### config.mk
export PLATFORM = sky130hd
export DESIGN_NAME = io_register_file_dma_timer_irq_unit_flat
export DESIGN_NICKNAME = d
export VERILOG_FILES = /design/src/rtl/iorf_pkg.sv /design/src/rtl/iorf_if.sv /design/src/rtl/iorf_decode.sv /design/src/rtl/iorf_regs.sv /design/src/rtl/io_register_file_dma_timer_irq_unit.sv /design/src/flat_wrapper.sv
export SDC_FILE = /design/constraint.sdc
export NUM_CORES = 1
export LEC_CHECK = 0
export BUFFER_PORTS_ARGS = -buffer_cell sky130_fd_sc_hd__buf_2
export CORE_MARGIN = 2
export CORE_UTILIZATION = 60
export CTS_CLUSTER_DIAMETER = 120
export CTS_CLUSTER_SIZE = 40
export DETAILED_ROUTE_END_ITERATION = 10
export HOLD_SLACK_MARGIN = 0.08
export PLACE_DENSITY = 0.78
export SYNTH_ARGS = -nofsm -noshare
export SYNTH_HDL_FRONTEND = slang
export SYNTH_SLANG_ARGS = --single-unit
export TNS_END_PERCENT = 5
### constraint.sdc
create_clock -name clk_i -period 6.1 [get_ports clk_i]
set_clock_uncertainty 0.15 [all_clocks]
set_input_delay 1.525 -clock clk_i [delete_from_list [all_inputs] [get_ports clk_i]]
set_output_delay 1.525 -clock clk_i [all_outputs]
set_load 0.02 [all_outputs]
### src/rtl/iorf_pkg.sv
// ----------------------------------------------------------------------------
// iorf_pkg
// Types, address map and byte-lane helpers of the I/O register block.
// ----------------------------------------------------------------------------
package iorf_pkg;

  localparam int unsigned AddrW    = 32;
  localparam int unsigned ButtonW  = 10;
  localparam int unsigned IrqW     = 16;
  localparam int unsigned ChanMax  = 4;
  localparam int unsigned ChanIdxW = 2;

  localparam logic [31:0] IO_BASE      = 32'h0400_0000;
  localparam logic [31:0] OFF_DMA_LO   = 32'h0000_00B0;
  localparam logic [31:0] OFF_DMA_HI   = 32'h0000_00E0;
  localparam logic [31:0] OFF_TMR_LO   = 32'h0000_0100;
  localparam logic [31:0] OFF_TMR_HI   = 32'h0000_0110;
  localparam logic [31:0] OFF_KEYIN_0  = 32'h0000_0130;
  localparam logic [31:0] OFF_KEYIN_1  = 32'h0000_0131;
  localparam logic [31:0] OFF_KEYCTL_0 = 32'h0000_0132;
  localparam logic [31:0] OFF_KEYCTL_1 = 32'h0000_0133;
  localparam logic [31:0] OFF_IE_0     = 32'h0000_0200;
  localparam logic [31:0] OFF_IE_1     = 32'h0000_0201;
  localparam logic [31:0] OFF_IF_0     = 32'h0000_0202;
  localparam logic [31:0] OFF_IF_1     = 32'h0000_0203;
  localparam logic [31:0] OFF_WAIT_0   = 32'h0000_0204;
  localparam logic [31:0] OFF_WAIT_1   = 32'h0000_0205;
  localparam logic [31:0] OFF_IME      = 32'h0000_0208;
  localparam logic [31:0] OFF_POST     = 32'h0000_0300;
  localparam logic [31:0] OFF_HALT     = 32'h0000_0301;
  localparam logic [31:0] OFF_MEMCTL_0 = 32'h0000_0800;
  localparam logic [31:0] OFF_MEMCTL_1 = 32'h0000_0801;
  localparam logic [31:0] OFF_MEMCTL_2 = 32'h0000_0802;
  localparam logic [31:0] OFF_MEMCTL_3 = 32'h0000_0803;

  localparam logic [5:0]  DMA_STRIDE   = 6'd12;
  localparam logic [7:0]  KEY_UPDOWN   = 8'hC0;
  localparam logic [7:0]  KEY_LEFTRIGHT = 8'h30;
  localparam logic [15:0] WAIT_MASK    = 16'h7FFF;
  localparam logic [7:0]  HALT_STOP_BIT = 8'h80;

  typedef enum logic {
    OP_READ  = 1'b0,
    OP_WRITE = 1'b1
  } op_e;

  typedef enum logic [1:0] {
    MODE_NONE = 2'd0,
    MODE_HALT = 2'd1,
    MODE_STOP = 2'd2
  } mode_e;

  typedef enum logic [1:0] {
    DMA_SRC = 2'd0,
    DMA_TGT = 2'd1,
    DMA_LEN = 2'd2,
    DMA_CTL = 2'd3
  } dma_reg_e;

  typedef enum logic [3:0] {
    SEL_NONE   = 4'd0,
    SEL_KEYIN  = 4'd1,
    SEL_KEYCTL = 4'd2,
    SEL_IE     = 4'd3,
    SEL_IF     = 4'd4,
    SEL_WAIT   = 4'd5,
    SEL_IME    = 4'd6,
    SEL_POST   = 4'd7,
    SEL_HALT   = 4'd8,
    SEL_MEMCTL = 4'd9
  } sel_e;

  typedef struct packed {
    logic                op;
    logic [AddrW-1:0]    address;
    logic [7:0]          write_data;
    logic [ButtonW-1:0]  buttons;
    logic [IrqW-1:0]     irq_set;
  } in_t;

  typedef struct packed {
    logic [7:0]          read_data;
    logic [1:0]          cpu_mode_request;
    logic [ChanMax-1:0]  dma_started;
    logic [ChanMax-1:0]  timer_started;
  } res_t;

  typedef struct packed {
    logic                dma_hit;
    logic [ChanIdxW-1:0] dma_ch;
    dma_reg_e            dma_reg;
    logic                tmr_hit;
    logic [ChanIdxW-1:0] tmr_idx;
    logic                tmr_ctl;
    sel_e                sel;
    logic [1:0]          byte_idx;
    logic                lane;
  } dec_t;

  function automatic logic [31:0] put_byte32(logic [31:0] v, logic [1:0] idx,
                                             logic [7:0] b);
    logic [31:0] r;
    r = v;
    r[idx*8 +: 8] = b;
    return r;
  endfunction

  function automatic logic [15:0] put_byte16(logic [15:0] v, logic lane, logic [7:0] b);
    logic [15:0] r;
    r = v;
    r[lane*8 +: 8] = b;
    return r;
  endfunction

  function automatic logic [7:0] get_byte16(logic [15:0] v, logic lane);
    return v[lane*8 +: 8];
  endfunction

  function automatic logic [7:0] get_byte32(logic [31:0] v, logic [1:0] idx);
    return v[idx*8 +: 8];
  endfunction

endpackage

### src/rtl/iorf_if.sv
// ----------------------------------------------------------------------------
// iorf_in_if / iorf_out_if
// Valid/ready channels carrying bus access words and result words.
// ----------------------------------------------------------------------------
interface iorf_in_if;
  logic                         valid;
  logic                         ready;
  logic                         op;
  logic [iorf_pkg::AddrW-1:0]   address;
  logic [7:0]                   write_data;
  logic [iorf_pkg::ButtonW-1:0] buttons;
  logic [iorf_pkg::IrqW-1:0]    irq_set;

  modport source (output valid, op, address, write_data, buttons, irq_set, input ready);
  modport sink   (input valid, op, address, write_data, buttons, irq_set, output ready);
endinterface

interface iorf_out_if;
  logic                         valid;
  logic                         ready;
  logic [7:0]                   read_data;
  logic [1:0]                   cpu_mode_request;
  logic [iorf_pkg::ChanMax-1:0] dma_started;
  logic [iorf_pkg::ChanMax-1:0] timer_started;

  modport source (output valid, read_data, cpu_mode_request, dma_started, timer_started,
                  input ready);
  modport sink   (input valid, read_data, cpu_mode_request, dma_started, timer_started,
                  output ready);
endinterface

### src/rtl/iorf_decode.sv
// ----------------------------------------------------------------------------
// iorf_decode
// Address decode: register region, channel, register and byte lane.
// ----------------------------------------------------------------------------
module iorf_decode (
  input  logic [iorf_pkg::AddrW-1:0] address_i,
  output iorf_pkg::dec_t             dec_o
);

  logic [31:0]                    off;
  logic [5:0]                     rel;
  logic [iorf_pkg::ChanIdxW-1:0]  ch;
  logic [5:0]                     r;

  assign off = address_i - iorf_pkg::IO_BASE;
  assign rel = 6'(off[7:0] - iorf_pkg::OFF_DMA_LO[7:0]);

  always_comb begin
    if (rel >= 6'(iorf_pkg::DMA_STRIDE * 6'd3)) begin
      ch = 2'd3;
    end else if (rel >= 6'(iorf_pkg::DMA_STRIDE * 6'd2)) begin
      ch = 2'd2;
    end else if (rel >= iorf_pkg::DMA_STRIDE) begin
      ch = 2'd1;
    end else begin
      ch = 2'd0;
    end
  end

  assign r = 6'(rel - iorf_pkg::DMA_STRIDE * {4'd0, ch});

  always_comb begin
    dec_o          = '0;
    dec_o.dma_hit  = (off >= iorf_pkg::OFF_DMA_LO) && (off < iorf_pkg::OFF_DMA_HI);
    dec_o.dma_ch   = ch;
    if (r < 6'd4) begin
      dec_o.dma_reg = iorf_pkg::DMA_SRC;
    end else if (r < 6'd8) begin
      dec_o.dma_reg = iorf_pkg::DMA_TGT;
    end else if (r < 6'd10) begin
      dec_o.dma_reg = iorf_pkg::DMA_LEN;
    end else begin
      dec_o.dma_reg = iorf_pkg::DMA_CTL;
    end
    dec_o.tmr_hit  = (off >= iorf_pkg::OFF_TMR_LO) && (off < iorf_pkg::OFF_TMR_HI);
    dec_o.tmr_idx  = off[3:2];
    dec_o.tmr_ctl  = off[1];
    dec_o.byte_idx = off[1:0];
    dec_o.lane     = off[0];
    case (off)
      iorf_pkg::OFF_KEYIN_0,  iorf_pkg::OFF_KEYIN_1:  dec_o.sel = iorf_pkg::SEL_KEYIN;
      iorf_pkg::OFF_KEYCTL_0, iorf_pkg::OFF_KEYCTL_1: dec_o.sel = iorf_pkg::SEL_KEYCTL;
      iorf_pkg::OFF_IE_0,     iorf_pkg::OFF_IE_1:     dec_o.sel = iorf_pkg::SEL_IE;
      iorf_pkg::OFF_IF_0,     iorf_pkg::OFF_IF_1:     dec_o.sel = iorf_pkg::SEL_IF;
      iorf_pkg::OFF_WAIT_0,   iorf_pkg::OFF_WAIT_1:   dec_o.sel = iorf_pkg::SEL_WAIT;
      iorf_pkg::OFF_IME:                              dec_o.sel = iorf_pkg::SEL_IME;
      iorf_pkg::OFF_POST:                             dec_o.sel = iorf_pkg::SEL_POST;
      iorf_pkg::OFF_HALT:                             dec_o.sel = iorf_pkg::SEL_HALT;
      iorf_pkg::OFF_MEMCTL_0, iorf_pkg::OFF_MEMCTL_1,
      iorf_pkg::OFF_MEMCTL_2, iorf_pkg::OFF_MEMCTL_3: dec_o.sel = iorf_pkg::SEL_MEMCTL;
      default:                                        dec_o.sel = iorf_pkg::SEL_NONE;
    endcase
  end

endmodule

### src/rtl/iorf_regs.sv
// ----------------------------------------------------------------------------
// iorf_regs
// Register state, write update and read selection for one access word.
// ----------------------------------------------------------------------------
module iorf_regs #(
  parameter int unsigned DMA_CHANNELS = 4,
  parameter int unsigned TIMER_COUNT  = 4
) (
  input  logic                clk_i,
  input  logic                rst_ni,
  input  logic                fire_i,
  input  iorf_pkg::in_t       in_i,
  input  iorf_pkg::dec_t      dec_i,
  output iorf_pkg::res_t      res_o
);

  logic        wr;
  logic [7:0]  b;
  logic [7:0]  dma_rd   [DMA_CHANNELS];
  logic        dma_rise [DMA_CHANNELS];
  logic [7:0]  tmr_rd   [TIMER_COUNT];
  logic        tmr_rise [TIMER_COUNT];

  logic [15:0] keyctl_q, ie_q, if_q, wait_q;
  logic [15:0] if_d;
  logic        ime_q, post_q;
  logic [31:0] memctl_q;
  logic [7:0]  key_lo, key_rd, misc_rd, rd;
  logic [1:0]  mode;

  assign wr = (in_i.op == iorf_pkg::OP_WRITE);
  assign b  = in_i.write_data;

  for (genvar i = 0; i < DMA_CHANNELS; i++) begin : g_dma
    logic        sel, rise;
    logic [31:0] src_q, tgt_q, run_src_q, run_tgt_q;
    logic [15:0] len_q, ctl_q, run_len_q, ctl_new;

    assign sel     = dec_i.dma_hit && (dec_i.dma_ch == iorf_pkg::ChanIdxW'(i));
    assign ctl_new = iorf_pkg::put_byte16(ctl_q, dec_i.lane, b);
    assign rise    = sel && wr && (dec_i.dma_reg == iorf_pkg::DMA_CTL) &&
                     !ctl_q[15] && ctl_new[15];

    always_ff @(posedge clk_i or negedge rst_ni) begin
      if (!rst_ni) begin
        src_q     <= '0;
        tgt_q     <= '0;
        len_q     <= '0;
        ctl_q     <= '0;
        run_src_q <= '0;
        run_tgt_q <= '0;
        run_len_q <= '0;
      end else if (fire_i && sel && wr) begin
        case (dec_i.dma_reg)
          iorf_pkg::DMA_SRC: src_q <= iorf_pkg::put_byte32(src_q, dec_i.byte_idx, b);
          iorf_pkg::DMA_TGT: tgt_q <= iorf_pkg::put_byte32(tgt_q, dec_i.byte_idx, b);
          iorf_pkg::DMA_LEN: len_q <= iorf_pkg::put_byte16(len_q, dec_i.lane, b);
          iorf_pkg::DMA_CTL: begin
            ctl_q <= ctl_new;
            if (rise) begin
              run_src_q <= src_q;
              run_tgt_q <= tgt_q;
              run_len_q <= len_q;
            end
          end
          default: ;
        endcase
      end
    end

    assign dma_rd[i]   = (sel && (dec_i.dma_reg == iorf_pkg::DMA_CTL)) ?
                         iorf_pkg::get_byte16(ctl_q, dec_i.lane) : 8'd0;
    assign dma_rise[i] = rise;
  end

  for (genvar i = 0; i < TIMER_COUNT; i++) begin : g_tmr
    logic        sel, rise;
    logic [15:0] reload_q, count_q;
    logic [7:0]  ctl_q;

    assign sel  = dec_i.tmr_hit && (dec_i.tmr_idx == iorf_pkg::ChanIdxW'(i));
    assign rise = sel && wr && dec_i.tmr_ctl && !dec_i.lane && !ctl_q[7] && b[7];

    always_ff @(posedge clk_i or negedge rst_ni) begin
      if (!rst_ni) begin
        reload_q <= '0;
        count_q  <= '0;
        ctl_q    <= '0;
      end else if (fire_i && sel && wr) begin
        if (!dec_i.tmr_ctl) begin
          reload_q <= iorf_pkg::put_byte16(reload_q, dec_i.lane, b);
        end else if (!dec_i.lane) begin
          ctl_q <= b;
          if (rise) begin
            count_q <= reload_q;
          end
        end
      end
    end

    always_comb begin
      tmr_rd[i] = 8'd0;
      if (sel) begin
        if (!dec_i.tmr_ctl) begin
          tmr_rd[i] = iorf_pkg::get_byte16(count_q, dec_i.lane);
        end else if (!dec_i.lane) begin
          tmr_rd[i] = ctl_q;
        end
      end
    end
    assign tmr_rise[i] = rise;
  end

  always_comb begin
    key_lo = in_i.buttons[7:0];
    if ((key_lo & iorf_pkg::KEY_UPDOWN) == iorf_pkg::KEY_UPDOWN) begin
      key_lo = key_lo & ~iorf_pkg::KEY_UPDOWN;
    end
    if ((key_lo & iorf_pkg::KEY_LEFTRIGHT) == iorf_pkg::KEY_LEFTRIGHT) begin
      key_lo = key_lo & ~iorf_pkg::KEY_LEFTRIGHT;
    end
    key_rd = dec_i.lane ? ~{6'd0, in_i.buttons[9:8]} ^ 8'hFC : ~key_lo;
  end

  always_comb begin
    misc_rd = 8'd0;
    mode    = iorf_pkg::MODE_NONE;
    if_d    = if_q;
    case (dec_i.sel)
      iorf_pkg::SEL_KEYIN:  misc_rd = key_rd;
      iorf_pkg::SEL_KEYCTL: misc_rd = iorf_pkg::get_byte16(keyctl_q, dec_i.lane);
      iorf_pkg::SEL_IE:     misc_rd = iorf_pkg::get_byte16(ie_q, dec_i.lane);
      iorf_pkg::SEL_IF: begin
        misc_rd = iorf_pkg::get_byte16(if_q, dec_i.lane);
        if (wr) begin
          if_d = if_q & ~(16'(b) << (dec_i.lane ? 4'd8 : 4'd0));
        end
      end
      iorf_pkg::SEL_WAIT:   misc_rd = iorf_pkg::get_byte16(wait_q, dec_i.lane);
      iorf_pkg::SEL_IME:    misc_rd = {7'd0, ime_q};
      iorf_pkg::SEL_POST:   misc_rd = {7'd0, post_q};
      iorf_pkg::SEL_HALT: begin
        if (wr) begin
          mode = ((b & iorf_pkg::HALT_STOP_BIT) != 8'd0) ? iorf_pkg::MODE_STOP :
                                                           iorf_pkg::MODE_HALT;
        end
      end
      iorf_pkg::SEL_MEMCTL: misc_rd = iorf_pkg::get_byte32(memctl_q, dec_i.byte_idx);
      default: ;
    endcase
    if_d = if_d | in_i.irq_set;
  end

  always_ff @(posedge clk_i or negedge rst_ni) begin
    if (!rst_ni) begin
      keyctl_q <= '0;
      ie_q     <= '0;
      if_q     <= '0;
      wait_q   <= '0;
      ime_q    <= 1'b0;
      post_q   <= 1'b0;
      memctl_q <= '0;
    end else if (fire_i) begin
      if_q <= if_d;
      if (wr) begin
        case (dec_i.sel)
          iorf_pkg::SEL_KEYCTL: keyctl_q <= iorf_pkg::put_byte16(keyctl_q, dec_i.lane, b);
          iorf_pkg::SEL_IE:     ie_q     <= iorf_pkg::put_byte16(ie_q, dec_i.lane, b);
          iorf_pkg::SEL_WAIT:   wait_q   <= iorf_pkg::put_byte16(wait_q, dec_i.lane, b) &
                                            iorf_pkg::WAIT_MASK;
          iorf_pkg::SEL_IME:    ime_q    <= b[0];
          iorf_pkg::SEL_POST:   post_q   <= b[0];
          iorf_pkg::SEL_MEMCTL: memctl_q <= iorf_pkg::put_byte32(memctl_q, dec_i.byte_idx, b);
          default: ;
        endcase
      end
    end
  end

  always_comb begin
    rd                  = misc_rd;
    res_o.dma_started   = '0;
    res_o.timer_started = '0;
    for (int i = 0; i < DMA_CHANNELS; i++) begin
      rd                   = rd | dma_rd[i];
      res_o.dma_started[i] = dma_rise[i];
    end
    for (int i = 0; i < TIMER_COUNT; i++) begin
      rd                     = rd | tmr_rd[i];
      res_o.timer_started[i] = tmr_rise[i];
    end
    res_o.read_data        = wr ? 8'd0 : rd;
    res_o.cpu_mode_request = mode;
  end

endmodule

### src/rtl/io_register_file_dma_timer_irq_unit.sv
// ----------------------------------------------------------------------------
// io_register_file_dma_timer_irq_unit
// Byte-wide memory-mapped I/O register block with DMA, timer and IRQ registers.
// ----------------------------------------------------------------------------
// One bus access word enters per clock and one result word leaves per clock,
// unless the output stalls. Each word passes the input register, where the
// address is decoded and the registers are read and updated, then the result
// register. The register update of one word is complete before the next
// word is decoded, so back-to-back accesses see each other's writes. The
// input side stays ready while a result waits, until both stages hold.
module io_register_file_dma_timer_irq_unit #(
  parameter int unsigned DMA_CHANNELS = 4,
  parameter int unsigned TIMER_COUNT  = 4
) (
  input logic        clk_i,
  input logic        rst_ni,
  iorf_in_if.sink    in_i,
  iorf_out_if.source out_o
);

  iorf_pkg::in_t  s_q;
  logic           s_valid_q;
  iorf_pkg::dec_t dec;
  iorf_pkg::res_t res, res_q;
  logic           out_valid_q;
  logic           advance;
  logic           in_ready;

  assign advance  = s_valid_q && (!out_valid_q || out_o.ready);
  assign in_ready = !s_valid_q || advance;
  assign in_i.ready = in_ready;

  always_ff @(posedge clk_i or negedge rst_ni) begin
    if (!rst_ni) begin
      s_valid_q <= 1'b0;
    end else if (in_ready) begin
      s_valid_q <= in_i.valid;
    end
  end

  always_ff @(posedge clk_i) begin
    if (in_ready && in_i.valid) begin
      s_q.op         <= in_i.op;
      s_q.address    <= in_i.address;
      s_q.write_data <= in_i.write_data;
      s_q.buttons    <= in_i.buttons;
      s_q.irq_set    <= in_i.irq_set;
    end
  end

  iorf_decode u_decode (
    .address_i (s_q.address),
    .dec_o     (dec)
  );

  iorf_regs #(
    .DMA_CHANNELS (DMA_CHANNELS),
    .TIMER_COUNT  (TIMER_COUNT)
  ) u_regs (
    .clk_i  (clk_i),
    .rst_ni (rst_ni),
    .fire_i (advance),
    .in_i   (s_q),
    .dec_i  (dec),
    .res_o  (res)
  );

  always_ff @(posedge clk_i or negedge rst_ni) begin
    if (!rst_ni) begin
      out_valid_q <= 1'b0;
    end else if (advance) begin
      out_valid_q <= 1'b1;
    end else if (out_o.ready) begin
      out_valid_q <= 1'b0;
    end
  end

  always_ff @(posedge clk_i) begin
    if (advance) begin
      res_q <= res;
    end
  end

  assign out_o.valid            = out_valid_q;
  assign out_o.read_data        = res_q.read_data;
  assign out_o.cpu_mode_request = res_q.cpu_mode_request;
  assign out_o.dma_started      = res_q.dma_started;
  assign out_o.timer_started    = res_q.timer_started;

endmodule

### src/flat_wrapper.sv
// flat-port wrapper written by rule: the top's interface ports become plain ports
module io_register_file_dma_timer_irq_unit_flat 
#(
  parameter int unsigned DMA_CHANNELS = 4,
  parameter int unsigned TIMER_COUNT  = 4
)
  (clk_i, rst_ni, in_i_valid, in_i_op, in_i_address, in_i_write_data, in_i_buttons, in_i_irq_set, in_i_ready, out_o_valid, out_o_read_data, out_o_cpu_mode_request, out_o_dma_started, out_o_timer_started, out_o_ready);
  iorf_in_if in_i_i ();
  iorf_out_if out_o_i ();
  input logic clk_i;
  input logic rst_ni;
  input wire logic [$bits(in_i_i.valid)-1:0] in_i_valid;
  input wire logic [$bits(in_i_i.op)-1:0] in_i_op;
  input wire logic [$bits(in_i_i.address)-1:0] in_i_address;
  input wire logic [$bits(in_i_i.write_data)-1:0] in_i_write_data;
  input wire logic [$bits(in_i_i.buttons)-1:0] in_i_buttons;
  input wire logic [$bits(in_i_i.irq_set)-1:0] in_i_irq_set;
  output wire logic [$bits(in_i_i.ready)-1:0] in_i_ready;
  output wire logic [$bits(out_o_i.valid)-1:0] out_o_valid;
  output wire logic [$bits(out_o_i.read_data)-1:0] out_o_read_data;
  output wire logic [$bits(out_o_i.cpu_mode_request)-1:0] out_o_cpu_mode_request;
  output wire logic [$bits(out_o_i.dma_started)-1:0] out_o_dma_started;
  output wire logic [$bits(out_o_i.timer_started)-1:0] out_o_timer_started;
  input wire logic [$bits(out_o_i.ready)-1:0] out_o_ready;
  assign in_i_i.valid = in_i_valid;
  assign in_i_i.op = in_i_op;
  assign in_i_i.address = in_i_address;
  assign in_i_i.write_data = in_i_write_data;
  assign in_i_i.buttons = in_i_buttons;
  assign in_i_i.irq_set = in_i_irq_set;
  assign in_i_ready = in_i_i.ready;
  assign out_o_valid = out_o_i.valid;
  assign out_o_read_data = out_o_i.read_data;
  assign out_o_cpu_mode_request = out_o_i.cpu_mode_request;
  assign out_o_dma_started = out_o_i.dma_started;
  assign out_o_timer_started = out_o_i.timer_started;
  assign out_o_i.ready = out_o_ready;
  io_register_file_dma_timer_irq_unit #(.DMA_CHANNELS(DMA_CHANNELS), .TIMER_COUNT(TIMER_COUNT)) u_core (.clk_i(clk_i), .rst_ni(rst_ni), .in_i(in_i_i), .out_o(out_o_i));
endmodule
Yosys cells after proc, flatten, opt, wreduce, memory -nomap -nowiden
Cells that the tools add are included.

Multiplexer cells: 45. Reduce and logical (&&, ||, !) cells: 113. Multipliers: 1. Bitwise logic cells: 16. Add/subtract/negate cells: 5. Eq/ne operators: 35. $lt $le $gt $ge: 10. Shifts and indexed selects: 18.

Operators with widths (count): equality test 32 x 10 -> 1 bit, second input constant (9); indexed part select 16 x 5 -> 8 bit (12); bitwise mux 16 bit (11); 2-to-1 mux 8 bit (18); equality test 32 x 12 -> 1 bit, second input constant (4); equality test 32 x 9 -> 1 bit, second input constant (4); logical AND 1 bit (68); OR 8 bit (8); case mux 8 bit (8 select lines) (1); case mux 4 bit (9 select lines) (1); negator 4 -> 34 bit (1); negator 5 -> 34 bit (1); variable shift 8 x 34 -> 16 bit, first input constant (1); variable shift 8 x 34 -> 32 bit, first input constant (1); indexed part select 8 x 34 -> 16 bit (1); indexed part select 8 x 34 -> 32 bit (1); bitwise mux 32 bit (1); greater-or-equal comparator 32 x 8 -> 1 bit, second input constant (1); greater-or-equal comparator 32 x 9 -> 1 bit, second input constant (1); less-than comparator 32 x 8 -> 1 bit, second input constant (1); less-than comparator 32 x 9 -> 1 bit, second input constant (1); 2-to-1 mux 16 bit (2); indexed part select 32 x 6 -> 8 bit (1); subtractor 32 x 27 -> 32 bit, second input constant (1); 35 further kinds (92).

Output and inout bits: 20. Logic and storage cells: 277. Flip-flop bits (word level): 408.

Logic depth before layout (Yosys ltp)
Gate-level depths: netlist of run 1.

Depth in word-level cells: 23. Mapped depth: 20. Gate-level depth less buffers: 19.

Cells and area by module
Synthesis of run 1 repeated with hierarchy kept, for this count alone.

Cells, all modules: 1351. Area total of the unflattened synthesis: 18412.7 um^2.

By module, submodules not included: iorf_regs (area an instance 14974.4 um^2, cells an instance 1150, sequential area each 8032.7 um^2, times used 1); io_register_file_dma_timer_irq_unit (area an instance 2656.3 um^2, cells an instance 93, sequential area each 2602.5 um^2, times used 1); iorf_decode (area an instance 782.0 um^2, cells an instance 108, sequential area each 0.0 um^2, times used 1).

Worst setup path before layout of run 1
Ideal clock, no wire load.

Kind: register -> register. Start point: register u_core.s_q[35] in the netlist's numbering. End point: register u_core.res_q (netlist bit u_core.out_o.read_data[2]), data pin. Path slack: 1.341 ns. Data arrival time: 4.337 ns. Cell stages (with the launch flop): 17. Cell sequence: edfxtp_1 clkbuf_1 buf_1 buf_1 inv_1 ha_1 buf_2 or4_1 a32o_1 a22o_2 or3_1 a211o_1 and2_0 buf_2 a221o_1 o211ai_1 a21oi_1.

Word-level cells in the longest chain between the ends: 23.

RTL lines: from (decl) (RTL line io_register_file_dma_timer_irq_unit.sv:21) `iorf_pkg::in_t s_q;`; subtractor 32 x 27 -> 32 bit * (RTL line iorf_decode.sv:15) `assign off = address_i - iorf_pkg::IO_BASE;`; subtractor 6 bit (RTL line iorf_decode.sv:16) `assign rel = 6'(off[7:0] - iorf_pkg::OFF_DMA_LO[7:0]);`; greater-or-equal comparator 6 x 4 -> 1 bit (RTL line iorf_decode.sv:23) `end else if (rel >= iorf_pkg::DMA_STRIDE) begin`; 2-to-1 mux 1 bit (RTL line iorf_decode.sv:23); 2-to-1 mux 2 bit (RTL line iorf_decode.sv:21) `end else if (rel >= 6'(iorf_pkg::DMA_STRIDE * 6'd2)) begin`; 2-to-1 mux 2 bit (RTL line iorf_decode.sv:19) `if (rel >= 6'(iorf_pkg::DMA_STRIDE * 6'd3)) begin`; multiplier 2 x 2 -> 4 bit (RTL line iorf_decode.sv:30) `assign r = 6'(rel - iorf_pkg::DMA_STRIDE * {4'd0, ch});`; subtractor 6 bit (RTL line iorf_decode.sv:30); [... 2 more ...]; 2-to-1 mux 2 bit (RTL line iorf_decode.sv:38) `end else if (r < 6'd8) begin`; 2-to-1 mux 2 bit (RTL line iorf_decode.sv:36) `if (r < 6'd4) begin`; equality test 2 bit; logical AND 1 bit (RTL line iorf_regs.sv:71) `assign dma_rd[i] = (sel && (dec_i.dma_reg == iorf_pkg::DMA_CTL)) ?`; 2-to-1 mux 8 bit (RTL line iorf_regs.sv:71); OR 8 bit (4 in a row) (RTL line iorf_regs.sv:185) `rd = rd | dma_rd[i];`; OR 8 bit (3 in a row) (RTL line iorf_regs.sv:189) `rd = rd | tmr_rd[i];`; OR 8 bit * (RTL line iorf_regs.sv:189); to (signal assigned) (RTL line io_register_file_dma_timer_irq_unit.sv:80) `res_q <= res;`; to (decl) (RTL line io_register_file_dma_timer_irq_unit.sv:24) `iorf_pkg::res_t res, res_q;`.

Mark *: on every way between the ends. The rest lies on a longest branch, timed or not. A chain may end at the register's enable or synchronous reset.

Worst setup path in the final report of run 1
Start point: register u_core.s_q[36] in the netlist's numbering. End point: register u_core.u_regs.g_dma[3].ctl_q[2].

Word-level cells in the longest chain between the ends: 14.

RTL lines: subtractor 32 x 27 -> 32 bit * (RTL line iorf_decode.sv:15); subtractor 6 bit (RTL line iorf_decode.sv:16); greater-or-equal comparator 6 x 4 -> 1 bit (RTL line iorf_decode.sv:23); 2-to-1 mux 1 bit (RTL line iorf_decode.sv:23); 2-to-1 mux 2 bit (RTL line iorf_decode.sv:21); 2-to-1 mux 2 bit (RTL line iorf_decode.sv:19); multiplier 2 x 2 -> 4 bit (RTL line iorf_decode.sv:30); subtractor 6 bit (RTL line iorf_decode.sv:30); less-than comparator 6 x 4 -> 1 bit (RTL line iorf_decode.sv:40) `end else if (r < 6'd10) begin`; 2-to-1 mux 1 bit (RTL line iorf_decode.sv:40); 2-to-1 mux 2 bit (RTL line iorf_decode.sv:38); 2-to-1 mux 2 bit (RTL line iorf_decode.sv:36); equality test 2 bit; AND reduction 2 bit (no source line) *; to (signal assigned) (RTL line iorf_regs.sv:59) `ctl_q <= ctl_new;`; to (decl) (RTL line iorf_regs.sv:37) `logic [15:0] len_q, ctl_q, run_len_q, ctl_new;`.

Marks and branches as above.

==> results of run 1 <==
[cell type report]
cell class / count / area share [%]
flip-flops and latches: 408 / 54.2
multi-input cells: 895 / 37.0
repair buffers: 123 / 3.67
well taps: 390 / 2.49
clock buffers: 21 / 2.03
inverters: 19 / 0.364
clock inverters: 2 / 0.211
[flip-flops by register name, indices dropped and copies added (netlist names)]
register,cells
u_core.u_regs.g_tmr.reload_q,64
u_core.s_valid_q,1
u_core.u_regs.memctl_q,32
u_core.out_o.cpu_mode_request,2
u_core.out_o.valid,1
u_core.out_o.read_data,8
u_core.u_regs.if_q,16
u_core.u_regs.g_tmr.count_q,64
u_core.s_q,67
u_core.u_regs.g_dma.ctl_q,64
u_core.u_regs.ime_q,1
u_core.u_regs.ie_q,16
u_core.out_o.timer_started,4
u_core.u_regs.keyctl_q,16
u_core.u_regs.g_tmr.ctl_q,32
u_core.u_regs.wait_q,15
u_core.u_regs.post_q,1
u_core.out_o.dma_started,4
[synthesized netlist by cell type, drive strengths merged (3+ instances only)]
library cell,n,area [um2]
and3,4,25.0
a222oi,7,70.1
a31oi,8,50.1
nor3,26,140
nand2b,12,82.6
dfrtp,323,8080
mux2,288,3240
a221o,4,40.0
nand4,3,18.8
a221oi,21,184
clkbuf,61,229
nor4b,4,56.3
ha,18,225
a2111oi,4,36.3
nand3,45,230
mux4,8,180
nor2b,8,50.1
a211o,3,26.3
edfxtp,85,2550
o221ai,3,26.3
inv,18,67.6
o31ai,16,120
nor4,17,138
mux2i,50,500
a22oi,7,52.6
a22o,10,88.8
nor2,50,233
or2,6,37.5
o22ai,4,25.0
nand3b,5,37.5
o211ai,6,45.0
o21ai,65,325
or3,4,25.0
or4,4,30.0
a21oi,20,100
nor3b,6,45.0
xnor2,3,26.3
nand2,125,469
buf,19,82.6
and2,9,56.3
[metrics by stage]
| step | power, W | hold slack [ns] |
|---|---|---|
| floorplan | 0.00307 | 0.265 |
| global placement | 0.00323 | 0.269 |
| detailed placement | 0.00324 | 0.270 |
| CTS | 0.00451 | 0.295 |
| global route | 0.00462 | 0.320 |
| finish | 0.00449 | 0.283 |
[metal layers]
| metal | vias up | global-route usage (%) |
|---|---|---|
| li1 | 5250 | - |
| met1 | 6200 | 42.4 |
| met2 | 513 | 46.4 |
| met3 | 97 | 4.24 |
| met4 | 2 | 10.5 |
| met5 | - | 0 |
[placed cells by master, fill, tap and decap left out, types with 12 or more instances in the layout]
master	count
sky130_fd_sc_hd__a21oi_1	20
sky130_fd_sc_hd__a221oi_1	21
sky130_fd_sc_hd__buf_2	89
sky130_fd_sc_hd__buf_4	32
sky130_fd_sc_hd__clkbuf_16	15
sky130_fd_sc_hd__dfrtp_1	323
sky130_fd_sc_hd__edfxtp_1	85
sky130_fd_sc_hd__ha_1	18
sky130_fd_sc_hd__inv_1	18
sky130_fd_sc_hd__mux2_2	288
sky130_fd_sc_hd__mux2i_1	50
sky130_fd_sc_hd__nand2_1	125
sky130_fd_sc_hd__nand3_1	44
sky130_fd_sc_hd__nor2_1	39
sky130_fd_sc_hd__nor3_1	24
sky130_fd_sc_hd__nor4_1	12
sky130_fd_sc_hd__o21ai_0	64
sky130_fd_sc_hd__o31ai_1	16
[power groups by stage]
| stage | Clock, W | Combinational [W] | Sequential [W] |
|---|---|---|---|
| floorplan | 0 | 0.000164 | 0.00291 |
| global placement | 0 | 0.000321 | 0.00291 |
| detailed placement | 0 | 0.000328 | 0.00291 |
| CTS | 0.00133 | 0.000329 | 0.00285 |
| global route | 0.00140 | 0.000356 | 0.00286 |
| finish | 0.00131 | 0.000330 | 0.00285 |
[worst min path at each step]
stage | slack (ns) | start | to | cells past startpoint
floorplan | 0.26 | u_core.s_q[0] | u_core.u_regs.if_q[0] | 2
global placement | 0.27 | u_core.s_q[3] | u_core.u_regs.if_q[3] | 2
detailed placement | 0.27 | u_core.s_q[1] | u_core.u_regs.if_q[1] | 2
CTS | 0.30 | u_core.s_q[5] | u_core.u_regs.if_q[5] | 2
global route | 0.32 | u_core.s_q[9] | u_core.u_regs.if_q[9] | 1
finish | 0.28 | u_core.s_q[5] | u_core.u_regs.if_q[5] | 2
[logic make-up (layout without fill, tap and decap cells)]
| kind of cell | after synthesis | in the layout | synth area share, % |
|---|---|---|---|
| DFF | 408 | 408 | 58.2 |
| buffers and inverters | 99 | 165 | 2.10 |
| muxes | 346 | 346 | 21.5 |
| and+or+nand+nor | 333 | 333 | 9.42 |
| AOI/OAI and AO/OA | 193 | 193 | 7.25 |
| xor gates and xnor gates | 4 | 4 | 0.192 |
| adders and majority gates | 19 | 19 | 1.34 |
[worst max-delay path, delay by kind of cell, from the launching register on]
family	cells	cell delay [ns]
compound gates	5	1.06
simple gates	7	1.76
flops	1	0.70
fa+ha+maj	2	0.60
buf+inv	2	0.23
mux	1	0.40
==> impl_summary.log, run 1 <==
[metrics] area of the placeable core: 0.0298 mm2
[metrics] width of the die: 178 um
[metrics] number of vias in the routed layout: 12,100
[metrics] critical path data arrival time: 5.30 ns
[metrics] pin slew with the least headroom to its limit: 1.19 ns
[metrics] flop-to-flop setup slack: 1.10 ns
[metrics] total grt overflow: 0
[metrics] CP max stage cell: sky130_fd_sc_hd__edfxtp_1
[metrics] RSZ-0062 raised after global routing: false
[metrics] Final Wtd Congestion: 0.970
[metrics] clock buffer depth: 3
[metrics] status: complete, no violations
[metrics] count of endpoints failing setup in the final report: 0
[metrics] share of power burned in combinational logic: 7.3%
[metrics] area added between synthesis and finish: 7.35%
[metrics] data required time at the worst endpoint: 6.39 ns
[metrics] Vias per Instance: 6.49
[metrics] Rel. slew slack: 20.3%
[metrics] area of all placed cells without fillers: 0.0196 mm2
[metrics] crit path time final: 5.00 ns
[metrics] routed wire length on met2: 21,400 um
[metrics] maximum resistive drop on vdd: 221 uV
[metrics] number of buffers added to fix hold violations after cts: 0
[metrics] DP HPWL: 31,000 um
[metrics] via count of the first global-routing pass: 12,000
[metrics] Post-Route Setup TNS: 0 ns
[metrics] Worst Hold Class: reg2reg
[metrics] First DRT Iteration DRCs: 1,251
[metrics] initial core utilization: 61.3%
[metrics] Post-synth EDFFs: 85
[metrics] final worst slack: 1.10 ns
[metrics] achievable clock frequency: 200 MHz
[metrics] number of CTS-inserted buffers: 14
[metrics] CTS H-tree depth: 1
[metrics] power share of the sequential group: 63.6%
[metrics] Yosys Warn Count: 0
[metrics] routed length on met3: 3280 um
[metrics] M1 WL: 19,900 um
[metrics] num ports: 91
[metrics] type of element launching the critical path: flip-flop
[metrics] cell area power density: 229 mW/mm2
[metrics] area enclosed by the die boundary: 0.0319 mm2
[metrics] clock power share: 29.1%
[metrics] Sink Count: 408
[metrics] first-pass GRT wire length: 71,000 um
[metrics] Routed Antenna Nets: 0
[metrics] top layer reached by signal wires: met5
[metrics] Synth Net Count: 1,492
[metrics] post-layout instance count excluding filler cells: 1,858
[metrics] number of distinct library cell variants in the gate-level netlist after synthesis: 73
[metrics] largest incremental delay on the critical path: 0.70 ns
[metrics] area of the multi-input gates: 0.00726 mm2
[metrics] diode insertion count for antenna repair: 0
[metrics] reported leakage power: 8.84 nW
[metrics] routed wire length: 46,300 um
[metrics] Avg Cell Area, Syn: 13.0 um2
[metrics] clock transition at the register clock pins on the worst setup and hold paths after CTS: 0.15 ns
[metrics] Die Height: 178 um
[metrics] switching share of power: 24.4%
[metrics] Seq/Total Area, Yosys: 58.2%
[metrics] list of cells traversed by the critical path: nor4_1 > o21ai_0 > nand2b_1 > nor2_1 > o21ai_0 > o211ai_1 > inv_1 > ha_1 > inv_1 > ha_1 > nor2b_1 > a221oi_1 > nor3_1 > nor4b_4 > o21ai_1 > nor2_2 > mux2_2
[metrics] crit path to: u_core.u_regs.g_dma[3].ctl_q[2]
[metrics] number of instances in the synthesized netlist: 1,402
[metrics] Post-CTS Setup Repair Bufs: 0
[metrics] Final #Nets: 1,551
[metrics] proportion of synthesized flip-flops having asynchronous set or reset: 79.2%
[metrics] # placed instances: 1,835
[metrics] number of gates resized after CTS: 0
[metrics] Post-route DRC: 0
[metrics] number of hold violations in the final report: 0
[metrics] all-layer global routing usage: 29.5%
[metrics] largest net degree at the start of global routing: 176
[metrics] number of synthesized register bits: 408
[metrics] Final Cycle Share: 82.0%
[metrics] main flop type after synthesis: sky130_fd_sc_hd__dfrtp_1
[metrics] switching power total: 0.00110 W
[metrics] fraction of final layout cells sized beyond drive strength 1: 32.2%
[metrics] Row Count: 63
[metrics] worst setup path class: reg2reg
[metrics] antenna violations before repair: 1
[metrics] count of maximum capacitance violations: 0
[metrics] Critical path origin: u_core.s_q[36]
[metrics] Cell Area, Synth: 0.0183 mm2
[metrics] FF+latch area: 0.0106 mm2
[metrics] capturing point of the worst reg2reg path: u_core.u_regs.g_dma[3].ctl_q[2]
[metrics] final cell utilization of the core: 65.8%
[metrics] detail-routed net length per standard cell: 24.9 um
[metrics] launching point of the worst reg2reg path: u_core.s_q[36]
[metrics] port buffer count: 90
[metrics] detailed-routing iteration count for the pre-antenna-repair pass: 6
[metrics] path depth of the worst reg2reg path: 17
[metrics] Root Buffer: sky130_fd_sc_hd__clkbuf_16
[metrics] largest fanout of any net on the critical path: 19
[metrics] Final Max Slew Viols: 0
[metrics] fill cell instance count of the final layout: 2,251
[metrics] clock tree from TritonCTS: built
[metrics] internal power: 0.00339 W
[metrics] instance area at placement: 0.0192 mm2
[metrics] Clk Latency, worst-skew pair: 0.55 ns
[metrics] type of destination of the critical path: flip-flop
[metrics] worst-case setup slack after placement: 1.27 ns
Note: power is estimated with default switching activity, not from simulation.
==> run 2: changes to the inputs <==
--- a/config.mk
+++ b/config.mk
@@ -7,12 +7,12 @@
 export LEC_CHECK = 0
 export BUFFER_PORTS_ARGS = -buffer_cell sky130_fd_sc_hd__buf_2
 export CORE_MARGIN = 2
-export CORE_UTILIZATION = 60
+export CORE_UTILIZATION = 55
 export CTS_CLUSTER_DIAMETER = 120
 export CTS_CLUSTER_SIZE = 40
 export DETAILED_ROUTE_END_ITERATION = 10
 export HOLD_SLACK_MARGIN = 0.08
-export PLACE_DENSITY = 0.78
+export PLACE_DENSITY = 0.76
 export SYNTH_ARGS = -nofsm -noshare
 export SYNTH_HDL_FRONTEND = slang
 export SYNTH_SLANG_ARGS = --single-unit
==> constraint.sdc (replaced) <==
create_clock -name clk_i -period 4.29 [get_ports clk_i]
set_clock_uncertainty 0.15 [all_clocks]
set_input_delay 1.0725 -clock clk_i [delete_from_list [all_inputs] [get_ports clk_i]]
set_output_delay 1.0725 -clock clk_i [all_outputs]
set_load 0.02 [all_outputs]
==> run 2 against run 1 <==
Net effect: first-iteration DRC count increased by 2.0%; non-clock buffer count increased by 46; combinational power increased by 64%; utilization decreased by 3.6 points; critical endpoint is now u_core.out_o.read_data[5]; maximum frequency increased by 17%; register-to-register slack got worse by 1.1 ns.
==> impl_summary.log, run 2 (synthesized netlist as in run 1, its figures left out) <==
[metrics] status: complete, no violations
[metrics] area added between synthesis and finish: 11.0%
[metrics] critical path data arrival time: 4.50 ns (-0.80 ns)
[metrics] most flop-heavy register: u_core.s_q
[metrics] number of flip-flops under the largest register name: 67 (unchanged)
[metrics] Critical path origin: u_core.s_q[38]
[metrics] share of power burned in combinational logic: 8.3% (+1.0 points)
[metrics] all-layer global routing usage: 28.0% (-1.5 points)
[metrics] largest fanout of any net on the critical path: 6 (-13)
[metrics] clock tree from TritonCTS: built
[metrics] CP max stage cell: sky130_fd_sc_hd__nor4b_4
[metrics] maximum resistive drop on vdd: 307 uV (+39%)
[metrics] Final Cycle Share: 99.5% (+17 points)
[metrics] Die Height: 186 um (+4.3%)
[metrics] antenna violations before repair: 0 (-1)
[metrics] switching power total: 0.00159 W (+45%)
[metrics] largest delay contributor family on the critical path: simple AND/OR/NAND/NOR gates
[metrics] Clk Latency, worst-skew pair: 0.54 ns (about the same)
[metrics] clock transition at the register clock pins on the worst setup and hold paths after CTS: 0.14 ns (about the same)
[metrics] list of cells traversed by the critical path: inv_1 > buf_4 > ha_2 > nor2_1 > nand2b_1 > inv_1 > ha_1 > buf_4 > ha_1 > a221oi_2 > nor3_2 > nor4b_4 > nand2_4 > o2bb2ai_1 > a221oi_1 > a31oi_1
[metrics] detail-routed net length per standard cell: 24.3 um (-2.4%)
[metrics] clock buffer depth: 3 (unchanged)
[metrics] reported leakage power: 9.14 nW (+3.4%)
[metrics] pin slew with the least headroom to its limit: 0.967 ns (-0.226 ns)
[metrics] type of element launching the critical path: flip-flop
[metrics] routed wire length: 47,600 um (+2.8%)
[metrics] fill cell instance count of the final layout: 2,556 (+14%)
[metrics] leading cell types in the layout, fill and taps excluded: 323 x sky130_fd_sc_hd__dfrtp_1, 288 x sky130_fd_sc_hd__mux2_2, 122 x sky130_fd_sc_hd__nand2_1, 89 x sky130_fd_sc_hd__buf_2, 85 x sky130_fd_sc_hd__edfxtp_1
[metrics] final worst slack: 0.0200 ns (-1.08 ns)
[metrics] initial core utilization: 56.0% (-5.3 points)
[metrics] largest incremental delay on the critical path: 0.62 ns (-0.08 ns)
[metrics] # placed instances: 1,925 (+4.9%)
[metrics] cell area power density: 320 mW/mm2 (+40%)
[metrics] switching share of power: 24.5% (+0.13 points)
[metrics] Root Buffer: sky130_fd_sc_hd__clkbuf_16
[metrics] Final Wtd Congestion: 0.979 (+0.92%)
[metrics] via count of the first global-routing pass: 12,300 (+2.2%)
[metrics] Rel. slew slack: 35.5% (+15 points)
[metrics] crit path time final: 4.27 ns (-0.734 ns)
[metrics] number of vias in the routed layout: 12,200 (+1.1%)
[metrics] total grt overflow: 0 (unchanged)
[metrics] Vias per Instance: 6.23 (-4.1%)
[metrics] CTS H-tree depth: 1 (unchanged)
[metrics] worst-case setup slack after placement: 0.0365 ns (-1.24 ns)
[metrics] num ports: 91 (unchanged)
[metrics] Routed Antenna Nets: 0 (unchanged)
[metrics] Row Count: 66 (+4.8%)
[metrics] FF+latch area: 0.0106 mm2 (unchanged)
[metrics] origin of the worst min-delay path: u_core.s_q[3]
[metrics] commonest non-fill, non-tap cell in the layout: sky130_fd_sc_hd__dfrtp_1
[metrics] First DRT Iteration DRCs: 1,276 (+2.0%)
[metrics] worst setup path class: reg2reg
[metrics] RSZ-0062 raised after global routing: true
[metrics] count of endpoints failing setup in the final report: 0 (unchanged)
[metrics] area of the multi-input gates: 0.00747 mm2 (+2.9%)
[metrics] area enclosed by the die boundary: 0.0347 mm2 (+8.9%)
[metrics] count of maximum capacitance violations: 0 (unchanged)
[metrics] DP HPWL: 32,600 um (+5.0%)
[metrics] launching point of the worst reg2reg path: u_core.s_q[38]
[metrics] first-pass GRT wire length: 73,200 um (+3.2%)
[metrics] diode insertion count for antenna repair: 0 (unchanged)
[metrics] Post-route DRC: 0 (unchanged)
[metrics] type of destination of the critical path: flip-flop
[metrics] port buffer count: 90 (unchanged)
[metrics] clock power share: 29.2% (about the same)
[metrics] Final #Nets: 1,597 (+3.0%)
[metrics] Worst Hold Class: reg2reg
[metrics] fraction of final layout cells sized beyond drive strength 1: 36.2% (+4.0 points)
[metrics] number of CTS-inserted buffers: 14 (unchanged)
[metrics] Sink Count: 408 (unchanged)
[metrics] internal power: 0.00490 W (+44%)
[metrics] Final Max Slew Viols: 0 (unchanged)
[metrics] data required time at the worst endpoint: 4.52 ns (-1.87 ns)
[metrics] post-layout instance count excluding filler cells: 1,957 (+5.3%)
[metrics] power share of the sequential group: 62.5% (-1.1 points)
[metrics] number of buffers added to fix hold violations after cts: 0 (unchanged)
[metrics] combined buffer and inverter count along the critical path: 4 (+2)
[metrics] achievable clock frequency: 234 MHz (+17%)
[metrics] largest net degree at the start of global routing: 93 (-47%)
[metrics] area of the placeable core: 0.0326 mm2 (+9.5%)
[metrics] number of hold violations in the final report: 0 (unchanged)
[metrics] width of the die: 186 um (+4.3%)
[metrics] detailed-routing iteration count for the pre-antenna-repair pass: 6 (unchanged)
-- run 2: area by class of cell --
class / instances / share of cell area [%]
Clock inverter: 3 / 0.185
Tap cell: 442 / 2.73
Sequential cell: 408 / 52.4
Clock buffer: 21 / 2.07
Timing Repair Buffer: 169 / 5.42
Inverter: 19 / 0.352
Multi-Input combinational cell: 895 / 36.8
-- run 2: final timing paths --
kind                                                       endpoint  slack, ns  cells after the start
worst max-delay path                      u_core.out_o.read_data[5]       0.02                     16
worst min-delay path                          u_core.u_regs.if_q[3]       0.31                      2
worst max register to register            u_core.out_o.read_data[5]       0.02                     16
worst min register to register                u_core.u_regs.if_q[3]       0.31                      2
max in group asynchronous       u_core.u_regs.g_tmr[0].reload_q[14]       2.67                      2
min in group asynchronous       u_core.u_regs.g_tmr[1].reload_q[14]       0.39                      1
-- run 2: timing repair --
item | 4_1_cts | 5_1_grt
resized for setup | 1 | 32
pin swaps | 5 | 15
endpoints found under the setup margin | 3 | 108
cloned | 0 | 0
setup buffers | 1 | 7
-- run 2: power groups by stage --
stage          Sequential (W)  Clock (W)  Combinational, W
2_1_floorplan         0.00413          0          0.000243
3_3_place_gp          0.00413          0          0.000499
3_5_place_dp          0.00413          0          0.000506
4_1_cts               0.00406    0.00193          0.000510
5_1_grt               0.00406    0.00204          0.000582
6_report              0.00406    0.00189          0.000540
-- run 2: worst register-to-register path, cell delays in order (launching register included) --
cell	delay (ns)
sky130_fd_sc_hd__edfxtp_1	0.46
sky130_fd_sc_hd__inv_1	0.15
sky130_fd_sc_hd__buf_4	0.16
sky130_fd_sc_hd__ha_2	0.23
sky130_fd_sc_hd__nor2_1	0.08
sky130_fd_sc_hd__nand2b_1	0.15
sky130_fd_sc_hd__inv_1	0.08
sky130_fd_sc_hd__ha_1	0.33
sky130_fd_sc_hd__buf_4	0.15
sky130_fd_sc_hd__ha_1	0.30
sky130_fd_sc_hd__a221oi_2	0.30
sky130_fd_sc_hd__nor3_2	0.10
sky130_fd_sc_hd__nor4b_4	0.62
sky130_fd_sc_hd__nand2_4	0.19
sky130_fd_sc_hd__o2bb2ai_1	0.32
sky130_fd_sc_hd__a221oi_1	0.10
sky130_fd_sc_hd__a31oi_1	0.23
-- run 2: per-layer routing --
metal	wire length, um	vias to the layer above	global-route usage, %	part of all wire [%]
met2	22500	477	45.4	47
met4	1650	0	9.13	3.5
met5	0	-	0	0
met3	3190	88	4.03	6.7
li1	-	5344	-	-
met1	20200	6280	39.4	43
-- run 2: per-stage QoR --
stage	power, W	setup TNS, ns	hold WS [ns]	util, %	cell area (um2)
6_report	0.00649	0	0.311	62.2	20300
5_1_grt	0.00669	-7.52	0.338	62.2	20300
4_1_cts	0.00650	0	0.313	61.5	20100
3_5_place_dp	0.00464	0	0.281	60.1	19600
3_3_place_gp	0.00463	0	0.269	60.1	19600
2_1_floorplan	0.00438	-1.38	0.265	-	18300
